**src/rtl/assert_macros.svh**
```systemverilog
// Assertion macros used by the scanner output stage.
`ifndef ASSERT_MACROS_SVH
`define ASSERT_MACROS_SVH

// Same-cycle implication, disabled during reset.
`define ETS_ASSERT_IMPLY(lbl, clk, rstn, ante, cons) \
    lbl: assert property (@(posedge clk) disable iff (!(rstn)) (ante) |-> (cons)) \
        else $error("ETS assertion failed");

// Next-cycle implication, disabled during reset.
`define ETS_ASSERT_NEXT(lbl, clk, rstn, ante, cons) \
    lbl: assert property (@(posedge clk) disable iff (!(rstn)) (ante) |=> (cons)) \
        else $error("ETS assertion failed");

`endif

```
**src/rtl/ets_pkg.sv**
```systemverilog
// ----------------------------------------------------------------------------
// ets_pkg
// Types, token codes and character constants of the expression scanner.
// ----------------------------------------------------------------------------
`default_nettype none

package ets_pkg;

    localparam int MAX_IDENT_CHARS_DEF = 8;
    localparam int POSITION_BITS_DEF   = 24;
    localparam int POS_MAX_BITS        = 32;

    localparam logic [3:0] K_CHAR   = 4'd0;
    localparam logic [3:0] K_NUMBER = 4'd1;
    localparam logic [3:0] K_IDENT  = 4'd2;
    localparam logic [3:0] K_IF     = 4'd3;
    localparam logic [3:0] K_ELSE   = 4'd4;
    localparam logic [3:0] K_THEN   = 4'd5;
    localparam logic [3:0] K_NE     = 4'd6;
    localparam logic [3:0] K_EQ     = 4'd7;
    localparam logic [3:0] K_LE     = 4'd8;
    localparam logic [3:0] K_GE     = 4'd9;
    localparam logic [3:0] K_END    = 4'd10;

    localparam logic [7:0] CH_DOT   = 8'h2E;
    localparam logic [7:0] CH_E     = 8'h65;
    localparam logic [7:0] CH_MINUS = 8'h2D;
    localparam logic [7:0] CH_PLUS  = 8'h2B;
    localparam logic [7:0] CH_HASH  = 8'h23;
    localparam logic [7:0] CH_LF    = 8'h0A;
    localparam logic [7:0] CH_EQ    = 8'h3D;
    localparam logic [7:0] CH_BANG  = 8'h21;
    localparam logic [7:0] CH_LT    = 8'h3C;
    localparam logic [7:0] CH_GT    = 8'h3E;
    localparam logic [7:0] CH_SPACE = 8'h20;
    localparam logic [7:0] CH_I     = 8'h69;
    localparam logic [7:0] CH_F     = 8'h66;
    localparam logic [7:0] CH_L     = 8'h6C;
    localparam logic [7:0] CH_S     = 8'h73;
    localparam logic [7:0] CH_T     = 8'h74;
    localparam logic [7:0] CH_H     = 8'h68;
    localparam logic [7:0] CH_N     = 8'h6E;

    typedef struct packed {
        logic [3:0]              kind;
        logic [7:0]              ch;
        logic [POS_MAX_BITS-1:0] pos;
        logic [63:0]             sig;
        logic [15:0]             dexp;
        logic [63:0]             text;
        logic [3:0]              len;
        logic                    ovf;
        logic                    last;
    } t_token;

    typedef struct packed {
        logic [1:0] count;
        t_token     tok0;
        t_token     tok1;
    } t_push;

endpackage

`default_nettype wire

```
**src/rtl/ets_scan_core.sv**
```systemverilog
// ----------------------------------------------------------------------------
// ets_scan_core
// Scanner state and the single-pass next-state and token logic for one
// request.
// ----------------------------------------------------------------------------
`default_nettype none

module ets_scan_core #(
    parameter int MAX_IDENT_CHARS = ets_pkg::MAX_IDENT_CHARS_DEF,
    parameter int POSITION_BITS   = ets_pkg::POSITION_BITS_DEF
) (
    input  wire logic          i_clk,
    input  wire logic          i_rst_n,
    input  wire logic          i_fire,
    input  wire logic [7:0]    i_character,
    input  wire logic          i_end_of_text,
    output ets_pkg::t_push     o_push
);

    localparam int CW = $clog2(MAX_IDENT_CHARS + 1);
    localparam int PB = POSITION_BITS;

    typedef enum logic [2:0] {
        S_IDLE, S_COMMENT, S_INT, S_FRAC, S_EXP_START, S_EXP_DIGITS, S_IDENT, S_OP
    } t_mode;

    t_mode             r_mode, n_mode;
    logic [7:0]        r_pend, n_pend;
    logic [PB-1:0]     r_cpos, n_cpos;
    logic [PB-1:0]     r_start, n_start;
    logic [63:0]       r_acc, n_acc;
    logic [15:0]       r_frac, n_frac;
    logic [14:0]       r_exp, n_exp;
    logic              r_neg, n_neg;
    logic [7:0]        r_buf [MAX_IDENT_CHARS];
    logic [7:0]        n_buf [MAX_IDENT_CHARS];
    logic [CW-1:0]     r_cnt, n_cnt;
    logic              r_ovf, n_ovf;

    logic              is_digit, is_alpha, is_space, is_opc;
    logic [67:0]       acc_mul;
    logic              acc_sat;
    logic [63:0]       acc_next;
    logic [19:0]       exp_mul;
    logic              exp_sat;
    logic [14:0]       exp_next;
    logic signed [17:0] e_full;
    logic [15:0]       e_clip;
    logic              e_ovf;
    logic [63:0]       id_text;
    logic [3:0]        id_kind;
    ets_pkg::t_token   num_tok, id_tok, opc_tok, op2_tok, chr_tok, end_tok;

    always_comb begin
        is_digit = (i_character >= 8'h30) && (i_character <= 8'h39);
        is_alpha = ((i_character >= 8'h61) && (i_character <= 8'h7A)) ||
                   ((i_character >= 8'h41) && (i_character <= 8'h5A));
        is_space = (i_character == ets_pkg::CH_SPACE) ||
                   ((i_character >= 8'd9) && (i_character <= 8'd13));
        is_opc   = (i_character == ets_pkg::CH_BANG) || (i_character == ets_pkg::CH_EQ) ||
                   (i_character == ets_pkg::CH_LT) || (i_character == ets_pkg::CH_GT);

        acc_mul  = ({4'b0, r_acc} << 3) + ({4'b0, r_acc} << 1) + {64'b0, i_character[3:0]};
        acc_sat  = |acc_mul[67:64];
        acc_next = acc_sat ? '1 : acc_mul[63:0];

        exp_mul  = ({5'b0, r_exp} << 3) + ({5'b0, r_exp} << 1) + {16'b0, i_character[3:0]};
        exp_sat  = exp_mul > 20'd32767;
        exp_next = exp_sat ? 15'h7FFF : exp_mul[14:0];

        e_full = (r_neg ? -$signed({3'b0, r_exp}) : $signed({3'b0, r_exp}))
                 - $signed({2'b0, r_frac});
        e_ovf  = 1'b0;
        if (e_full < -18'sd32768) begin
            e_clip = 16'h8000;
            e_ovf  = 1'b1;
        end else if (e_full > 18'sd32767) begin
            e_clip = 16'h7FFF;
            e_ovf  = 1'b1;
        end else begin
            e_clip = e_full[15:0];
        end

        id_text = '0;
        for (int i = 0; i < MAX_IDENT_CHARS; i++) begin
            if (CW'(i) < r_cnt) begin
                id_text[8*i +: 8] = r_buf[i];
            end
        end
        id_kind = ets_pkg::K_IDENT;
        if (!r_ovf && r_cnt == CW'(2) && r_buf[0] == ets_pkg::CH_I &&
            r_buf[1] == ets_pkg::CH_F) begin
            id_kind = ets_pkg::K_IF;
        end else if (!r_ovf && r_cnt == CW'(4) && r_buf[0] == ets_pkg::CH_E &&
                     r_buf[1] == ets_pkg::CH_L && r_buf[2] == ets_pkg::CH_S &&
                     r_buf[3] == ets_pkg::CH_E) begin
            id_kind = ets_pkg::K_ELSE;
        end else if (!r_ovf && r_cnt == CW'(4) && r_buf[0] == ets_pkg::CH_T &&
                     r_buf[1] == ets_pkg::CH_H && r_buf[2] == ets_pkg::CH_E &&
                     r_buf[3] == ets_pkg::CH_N) begin
            id_kind = ets_pkg::K_THEN;
        end

        num_tok      = '0;
        num_tok.kind = ets_pkg::K_NUMBER;
        num_tok.pos  = ets_pkg::POS_MAX_BITS'(r_start);
        num_tok.sig  = r_acc;
        num_tok.dexp = e_clip;
        num_tok.ovf  = r_ovf | e_ovf;

        id_tok      = '0;
        id_tok.kind = id_kind;
        id_tok.pos  = ets_pkg::POS_MAX_BITS'(r_start);
        id_tok.text = id_text;
        id_tok.len  = 4'(r_cnt);
        id_tok.ovf  = r_ovf;

        opc_tok      = '0;
        opc_tok.kind = ets_pkg::K_CHAR;
        opc_tok.ch   = r_pend;
        opc_tok.pos  = ets_pkg::POS_MAX_BITS'(r_start);

        op2_tok     = '0;
        op2_tok.pos = ets_pkg::POS_MAX_BITS'(r_start);
        if (r_pend == ets_pkg::CH_BANG) begin
            op2_tok.kind = ets_pkg::K_NE;
        end else if (r_pend == ets_pkg::CH_EQ) begin
            op2_tok.kind = ets_pkg::K_EQ;
        end else if (r_pend == ets_pkg::CH_LT) begin
            op2_tok.kind = ets_pkg::K_LE;
        end else begin
            op2_tok.kind = ets_pkg::K_GE;
        end

        chr_tok      = '0;
        chr_tok.kind = ets_pkg::K_CHAR;
        chr_tok.ch   = i_character;
        chr_tok.pos  = ets_pkg::POS_MAX_BITS'(r_cpos);
        chr_tok.last = 1'b1;

        end_tok      = '0;
        end_tok.kind = ets_pkg::K_END;
        end_tok.pos  = ets_pkg::POS_MAX_BITS'(r_cpos);
        end_tok.last = 1'b1;
    end

    logic            have_flush, have_second, used, do_clear;
    ets_pkg::t_token flush_tok, second_tok;

    always_comb begin
        n_mode  = r_mode;
        n_pend  = r_pend;
        n_cpos  = r_cpos;
        n_start = r_start;
        n_acc   = r_acc;
        n_frac  = r_frac;
        n_exp   = r_exp;
        n_neg   = r_neg;
        n_buf   = r_buf;
        n_cnt   = r_cnt;
        n_ovf   = r_ovf;
        have_flush  = 1'b0;
        have_second = 1'b0;
        flush_tok   = '0;
        second_tok  = '0;
        used        = 1'b0;
        do_clear    = 1'b0;

        if (i_fire && i_end_of_text) begin
            unique case (r_mode)
                S_INT, S_FRAC, S_EXP_START, S_EXP_DIGITS: begin
                    have_flush = 1'b1;
                    flush_tok  = num_tok;
                end
                S_IDENT: begin
                    have_flush = 1'b1;
                    flush_tok  = id_tok;
                end
                S_OP: begin
                    have_flush = 1'b1;
                    flush_tok  = opc_tok;
                end
                default: begin
                end
            endcase
            have_second = 1'b1;
            second_tok  = end_tok;
            do_clear    = 1'b1;
            n_cpos      = '0;
            n_start     = '0;
        end else if (i_fire) begin
            n_cpos = r_cpos + PB'(1);
            unique case (r_mode)
                S_COMMENT: begin
                    if (i_character == ets_pkg::CH_LF) begin
                        n_mode = S_IDLE;
                    end
                    used = 1'b1;
                end
                S_INT: begin
                    if (is_digit) begin
                        n_acc = acc_next;
                        n_ovf = r_ovf | acc_sat;
                        used  = 1'b1;
                    end else if (i_character == ets_pkg::CH_DOT) begin
                        n_mode = S_FRAC;
                        used   = 1'b1;
                    end else if (i_character == ets_pkg::CH_E) begin
                        n_mode = S_EXP_START;
                        used   = 1'b1;
                    end else begin
                        have_flush = 1'b1;
                        flush_tok  = num_tok;
                        do_clear   = 1'b1;
                    end
                end
                S_FRAC: begin
                    if (is_digit) begin
                        n_acc  = acc_next;
                        n_frac = (r_frac == 16'hFFFF) ? r_frac : r_frac + 16'd1;
                        n_ovf  = r_ovf | acc_sat | (r_frac == 16'hFFFF);
                        used   = 1'b1;
                    end else if (i_character == ets_pkg::CH_E) begin
                        n_mode = S_EXP_START;
                        used   = 1'b1;
                    end else begin
                        have_flush = 1'b1;
                        flush_tok  = num_tok;
                        do_clear   = 1'b1;
                    end
                end
                S_EXP_START: begin
                    if (i_character == ets_pkg::CH_MINUS) begin
                        n_neg  = 1'b1;
                        n_mode = S_EXP_DIGITS;
                        used   = 1'b1;
                    end else if (i_character == ets_pkg::CH_PLUS) begin
                        n_mode = S_EXP_DIGITS;
                        used   = 1'b1;
                    end else if (is_digit) begin
                        n_exp  = exp_next;
                        n_ovf  = r_ovf | exp_sat;
                        n_mode = S_EXP_DIGITS;
                        used   = 1'b1;
                    end else begin
                        have_flush = 1'b1;
                        flush_tok  = num_tok;
                        do_clear   = 1'b1;
                    end
                end
                S_EXP_DIGITS: begin
                    if (is_digit) begin
                        n_exp = exp_next;
                        n_ovf = r_ovf | exp_sat;
                        used  = 1'b1;
                    end else begin
                        have_flush = 1'b1;
                        flush_tok  = num_tok;
                        do_clear   = 1'b1;
                    end
                end
                S_IDENT: begin
                    if (is_alpha || is_digit) begin
                        if (r_cnt < CW'(MAX_IDENT_CHARS)) begin
                            for (int i = 0; i < MAX_IDENT_CHARS; i++) begin
                                if (CW'(i) == r_cnt) begin
                                    n_buf[i] = i_character;
                                end
                            end
                            n_cnt = r_cnt + CW'(1);
                        end else begin
                            n_ovf = 1'b1;
                        end
                        used = 1'b1;
                    end else begin
                        have_flush = 1'b1;
                        flush_tok  = id_tok;
                        do_clear   = 1'b1;
                    end
                end
                S_OP: begin
                    have_flush = 1'b1;
                    if (i_character == ets_pkg::CH_EQ) begin
                        flush_tok = op2_tok;
                        used      = 1'b1;
                    end else begin
                        flush_tok = opc_tok;
                    end
                    do_clear = 1'b1;
                end
                default: begin
                end
            endcase
        end

        if (do_clear) begin
            n_mode = S_IDLE;
            n_pend = '0;
            n_acc  = '0;
            n_frac = '0;
            n_exp  = '0;
            n_neg  = 1'b0;
            n_cnt  = '0;
            n_ovf  = 1'b0;
        end

        if (i_fire && !i_end_of_text && !used) begin
            if (is_space) begin
            end else if (i_character == ets_pkg::CH_HASH) begin
                n_mode = S_COMMENT;
            end else if (is_digit) begin
                n_start = r_cpos;
                n_acc   = {60'b0, i_character[3:0]};
                n_mode  = S_INT;
            end else if (is_alpha) begin
                n_start  = r_cpos;
                n_buf[0] = i_character;
                n_cnt    = CW'(1);
                n_mode   = S_IDENT;
            end else if (is_opc) begin
                n_start = r_cpos;
                n_pend  = i_character;
                n_mode  = S_OP;
            end else begin
                have_second = 1'b1;
                second_tok  = chr_tok;
            end
        end

        flush_tok.last = !have_second;
        if (have_flush) begin
            o_push.tok0  = flush_tok;
            o_push.tok1  = second_tok;
            o_push.count = have_second ? 2'd2 : 2'd1;
        end else begin
            o_push.tok0  = second_tok;
            o_push.tok1  = '0;
            o_push.count = have_second ? 2'd1 : 2'd0;
        end
    end

    always_ff @(posedge i_clk) begin
        r_buf <= n_buf;
        if (!i_rst_n) begin
            r_mode  <= S_IDLE;
            r_pend  <= '0;
            r_cpos  <= '0;
            r_start <= '0;
            r_acc   <= '0;
            r_frac  <= '0;
            r_exp   <= '0;
            r_neg   <= 1'b0;
            r_cnt   <= '0;
            r_ovf   <= 1'b0;
        end else begin
            r_mode  <= n_mode;
            r_pend  <= n_pend;
            r_cpos  <= n_cpos;
            r_start <= n_start;
            r_acc   <= n_acc;
            r_frac  <= n_frac;
            r_exp   <= n_exp;
            r_neg   <= n_neg;
            r_cnt   <= n_cnt;
            r_ovf   <= n_ovf;
        end
    end

endmodule

`default_nettype wire

```
**src/rtl/ets_out_stage.sv**
```systemverilog
// ----------------------------------------------------------------------------
// ets_out_stage
// Two-slot result register: the presented token and one waiting token.
// ----------------------------------------------------------------------------
`default_nettype none

`include "assert_macros.svh"

module ets_out_stage (
    input  wire logic           i_clk,
    input  wire logic           i_rst_n,
    input  wire logic           i_fire,
    input  wire ets_pkg::t_push i_push,
    input  wire logic           i_ready,
    output logic                o_room,
    output logic                o_valid,
    output ets_pkg::t_token     o_tok
);

    logic            r_v0, r_v1;
    ets_pkg::t_token r_t0, r_t1;
    logic            pop, push;

    assign pop    = r_v0 && i_ready;
    assign push   = i_fire && (i_push.count != 2'd0);
    assign o_room = !r_v1 && (!r_v0 || i_ready);
    assign o_valid = r_v0;
    assign o_tok   = r_t0;

    always_ff @(posedge i_clk) begin
        if (push) begin
            r_t0 <= i_push.tok0;
            r_t1 <= i_push.tok1;
        end else if (pop) begin
            r_t0 <= r_t1;
        end
        if (!i_rst_n) begin
            r_v0 <= 1'b0;
            r_v1 <= 1'b0;
        end else if (push) begin
            r_v0 <= 1'b1;
            r_v1 <= (i_push.count == 2'd2);
        end else if (pop) begin
            r_v0 <= r_v1;
            r_v1 <= 1'b0;
        end
    end

    `ETS_ASSERT_IMPLY(a_slot_order, i_clk, i_rst_n, r_v1, r_v0)
    `ETS_ASSERT_IMPLY(a_push_room, i_clk, i_rst_n, push, o_room)
    `ETS_ASSERT_NEXT(a_pair_held, i_clk, i_rst_n, push && (i_push.count == 2'd2), r_v1)

endmodule

`default_nettype wire

```
**src/rtl/expression_token_scanner.sv**
```systemverilog
// A character is captured in the input register; once the output stage has room, its
// first token is written into the presented output slot register.
// Throughput: one character per cycle while i_ready is high; an item that causes two tokens
// holds input until the waiting token moves up: a new item is processed only when both tokens fit.
// Reset (i_rst_n low, synchronous) empties both stages and returns the scanner
// to the between-tokens state with position zero.
// ----------------------------------------------------------------------------
// expression_token_scanner
// Streaming tokenizer for expression text with numbers, identifiers, keywords
// and comparison operators.
// ----------------------------------------------------------------------------
`default_nettype none

module expression_token_scanner #(
    parameter int MAX_IDENT_CHARS = ets_pkg::MAX_IDENT_CHARS_DEF,
    parameter int POSITION_BITS   = ets_pkg::POSITION_BITS_DEF
) (
    input  wire logic                      i_clk,
    input  wire logic                      i_rst_n,
    input  wire logic                      i_valid,
    output logic                           o_ready,
    input  wire logic [7:0]                i_character,
    input  wire logic                      i_end_of_text,
    output logic                           o_valid,
    input  wire logic                      i_ready,
    output logic [3:0]                     o_token_kind,
    output logic [7:0]                     o_token_char,
    output logic [POSITION_BITS-1:0]       o_token_position,
    output logic [63:0]                    o_significand,
    output logic signed [15:0]             o_decimal_exponent,
    output logic [63:0]                    o_ident_text,
    output logic [3:0]                     o_ident_length,
    output logic                           o_overflow,
    output logic                           o_last
);

    logic            r_in_v;
    logic [7:0]      r_in_char;
    logic            r_in_eot;
    logic            fire, room;
    ets_pkg::t_push  push;
    ets_pkg::t_token tok;

    assign fire    = r_in_v && room;
    assign o_ready = !r_in_v || fire;

    always_ff @(posedge i_clk) begin
        if (i_valid && o_ready) begin
            r_in_char <= i_character;
            r_in_eot  <= i_end_of_text;
        end
        if (!i_rst_n) begin
            r_in_v <= 1'b0;
        end else if (o_ready) begin
            r_in_v <= i_valid;
        end
    end

    ets_scan_core #(
        .MAX_IDENT_CHARS (MAX_IDENT_CHARS),
        .POSITION_BITS   (POSITION_BITS)
    ) u_core (
        .i_clk         (i_clk),
        .i_rst_n       (i_rst_n),
        .i_fire        (fire),
        .i_character   (r_in_char),
        .i_end_of_text (r_in_eot),
        .o_push        (push)
    );

    ets_out_stage u_out (
        .i_clk   (i_clk),
        .i_rst_n (i_rst_n),
        .i_fire  (fire),
        .i_push  (push),
        .i_ready (i_ready),
        .o_room  (room),
        .o_valid (o_valid),
        .o_tok   (tok)
    );

    assign o_token_kind       = tok.kind;
    assign o_token_char       = tok.ch;
    assign o_token_position   = tok.pos[POSITION_BITS-1:0];
    assign o_significand      = tok.sig;
    assign o_decimal_exponent = tok.dexp;
    assign o_ident_text       = tok.text;
    assign o_ident_length     = tok.len;
    assign o_overflow         = tok.ovf;
    assign o_last             = tok.last;

endmodule

`default_nettype wire
```
**config.mk**
```make
export PLATFORM = sky130hd
export DESIGN_NAME = expression_token_scanner
export DESIGN_NICKNAME = d
export VERILOG_FILES = /design/src/rtl/ets_pkg.sv /design/src/rtl/ets_scan_core.sv /design/src/rtl/ets_out_stage.sv /design/src/rtl/expression_token_scanner.sv
export VERILOG_INCLUDE_DIRS = /design/src /design/src/rtl
export SDC_FILE = /design/constraint.sdc
export NUM_CORES = 1
export LEC_CHECK = 0
export BUFFER_PORTS_ARGS = -buffer_cell sky130_fd_sc_hd__buf_4
export CORE_ASPECT_RATIO = 1.75
export CORE_MARGIN = 3
export CORE_UTILIZATION = 30
export CTS_CLUSTER_SIZE = 24
export DETAILED_ROUTE_END_ITERATION = 12
export PLACE_DENSITY_LB_ADDON = 0.1
export SLEW_MARGIN = 20
export SYNTH_ARGS = -nofsm -noshare
export SYNTH_HDL_FRONTEND = slang
export SYNTH_HIERARCHICAL = 1
export SYNTH_SLANG_ARGS = --single-unit
```
**constraint.sdc**
```tcl
create_clock -name i_clk -period 9.52 [get_ports i_clk]
set_clock_uncertainty 0.1 [all_clocks]
set_input_delay 0.476 -clock i_clk [delete_from_list [all_inputs] [get_ports i_clk]]
set_output_delay 0.476 -clock i_clk [all_outputs]
set_load 0.1 [all_outputs]
```
==> run_results.csv <==
group,metric,value,unit
min_path,worst_hold_path_type,"in -> reg",
global_route,gr-usage-all-layers,16.7,%
run_status,outcome,"finished clean",
floorplanning,floorplan.die_area,114000,um^2
route,vias,23446,
global_route,initial_antenna_violation_count,2,
route,avgViaCountPerCell,4.71,
sta,fin_setup_tns,0,ns
pwr,sequentialPowerShare,48.9,%
route,routed_wl,96200,um
placed_design,hpwlAfterDp,68900,um
cts,cts_post_setup_buffers_inserted,0,
cts,cts.repair.resized,0,
pwr,netSwitchingFraction,24.3,%
route,dr.first_iter.drc_count,1196,
pwr,power.leakage,14.9,nW
setup_path,crit_path_max_fanout,65,
pwr,power.share.combinational,6.0,%
pwr,p_switching,1.45,mW
sta,setup_ws,3.29,ns
global_route,globalRouteOverflowTotal,0,
placed_design,io_buffers,200,
cts,clock-sinks,608,
setup_path,setup.worst_path.end_class,"flip-flop",
route,drt_pass1_iterations,5,
finish,drive_gt1_share,11.8,%
floorplanning,fp.coreArea,108000,um^2
pwr,cellInternalPower,4.53,mW
sta,grt_setup_unrepaired,"no",
placed_design,finalWeightedCongestion,0.863,
sta,fin_crit_sh,65.5,%
floorplanning,io-pin-count,201,
floorplanning,die_h,444,um
pwr,clock_network_fraction_of_total_power,45.0,%
sta,finalHoldViolCount,0,
cts,cts_inserted_buffers,66,
yosys,synth_warnings,6,
cts,clk_path_buf_depth,3,
setup_path,start_kind,"flip-flop",
yosys,syn-mean-instance-area,9.88,um^2
cts,tritoncts,"done",
sta,timing_max_transition_violations_final,0,
cts,htree_num_levels,3,
global_route,grt_max_degree,151,
floorplanning,floorplan.initialDensity,30.4,%
route,antenna_left,0,
sta,max_slew_margin,26.2,%
global_route,wire_length_of_the_first_global_routing_pass,146000,um
floorplanning,num_rows,159,
pwr,total_power,5.98,mW
cts,path_clk_slew,0.06,ns
sta,slew_worst_pin,1.11,ns
setup_path,crit_type,"reg -> reg",
flow_run,maxCapViolations,0,
floorplanning,die-width,256,um
cts,clock_tree.root_cell,"clkbuf_16",
pwr,power.density_cell_area,159,nW/um^2
setup_path,worstPathRequired,9.73,ns
finish,layout-area-overhead-vs-synth,14.3,%
cts,clk_latency,0.65,ns
yosys,syn_inst,3322,
sta,layout_min_cycle_time,6.23,ns
route,detail_route.drc_violations,0,
placed_design,dpl_worst_slack,3.11,ns
yosys,mappedNetlistArea,32800,um^2
setup_path,timing.critical_path.arrival,6.44,ns
route,post_drt_wl_per_cell,19.3,um
sta,final.hold.worst_slack,0.102,ns
pwr,max-vdd-ir-drop,0.128,mV
sta,setup_viol,0,
finish,nNetsFinal,3677,
global_route,grt_pass1_vias,23946,
sta,fmax,160,MHz
## worst max-delay path, stage by stage, from the launching register on
cell and delay (ns):
edfxtp_1 0.92, nor4b_2 0.42, a41oi_1 0.23, a32oi_1 0.29, nor2_1 0.15, o311ai_4 0.24
buf_4 0.41, inv_2 0.34, ha_1 0.44, o21ai_4 0.17, buf_4 0.63, nand2_4 0.75
buf_4 0.61
## per-stage QoR
step,utilization (%),std cells,area [um^2]
6_report,34.8,4981,37500
4_1_cts,34.7,4979,37500
2_1_floorplan,-,3472,33400
3_5_place_dp,32.6,4850,35200
5_1_grt,34.7,4980,37500
3_3_place_gp,32.6,4850,35200
## metal layers
metal | wire (um) | GRT usage (%) | up-vias
li1 | - | - | 11698
met1 | 37700 | 18.2 | 11206
met2 | 52700 | 32.3 | 408
met3 | 2790 | 2.07 | 134
met4 | 3070 | 6.51 | 0
met5 | 0 | 0 | -
## repair_timing
| action | CTS | global route |
|---|---|---|
| endpoints found under the hold margin | 10 | 0 |
| endpoints found under the setup margin | 0 | 0 |
| hold buffers | 10 | 0 |
## power groups by stage
stage,logic (mW),clock network (mW),registers [mW]
3_5_place_dp,0.362,0,2.98
5_1_grt,0.384,2.89,2.93
4_1_cts,0.365,2.81,2.93
2_1_floorplan,0.164,0,3.12
3_3_place_gp,0.361,0,2.98
6_report,0.360,2.69,2.93
## registers in the layout, summed over array words and instances, names as in the netlist, 4 cells and up
| register | count |
|---|---|
| u_out/o_tok | 186 |
| u_out/r_t1 | 186 |
| u_core/r_acc | 64 |
| u_core/r_buf | 64 |
| u_core/r_cpos | 24 |
| u_core/r_start | 24 |
| u_core/r_frac | 16 |
| u_core/r_exp | 15 |
| r_in_char | 8 |
| u_core/r_pend | 8 |
| u_core/r_cnt | 4 |
## cell type report
type                       instances  area (um^2)
clock inverter                    28          325
sequential                       608        16500
clock buffer                      91         1890
fill                           11057        70500
timing repair buffer             247         1910
tap                             1449         1810
multi-input combinational       2485        14800
inverter                          72          278
antenna                            1         2.50
## placed cells by master (no fill, tap or decap), drive strengths merged, types with 109 or more instances in the layout
cell and count:
nand2 784, a21oi 164, buf 237, nor2 197
and2 158, ha 179, dfxtp 171, conb 151
o21ai 109, edfxtp 437
## final timing paths
path	cells past startpoint	start	to	slack [ns]
worst max register to register	12	r_in_char[3]	u_out/o_tok[66]	3.29
worst min register to register	2	u_core/r_buf[63]	u_core/r_buf[63]	0.34
worst min-delay path	4	i_ready	u_out/o_valid	0.10
worst max-delay path	12	r_in_char[3]	u_out/o_tok[66]	3.29
(Power assumes the default switching activity.)
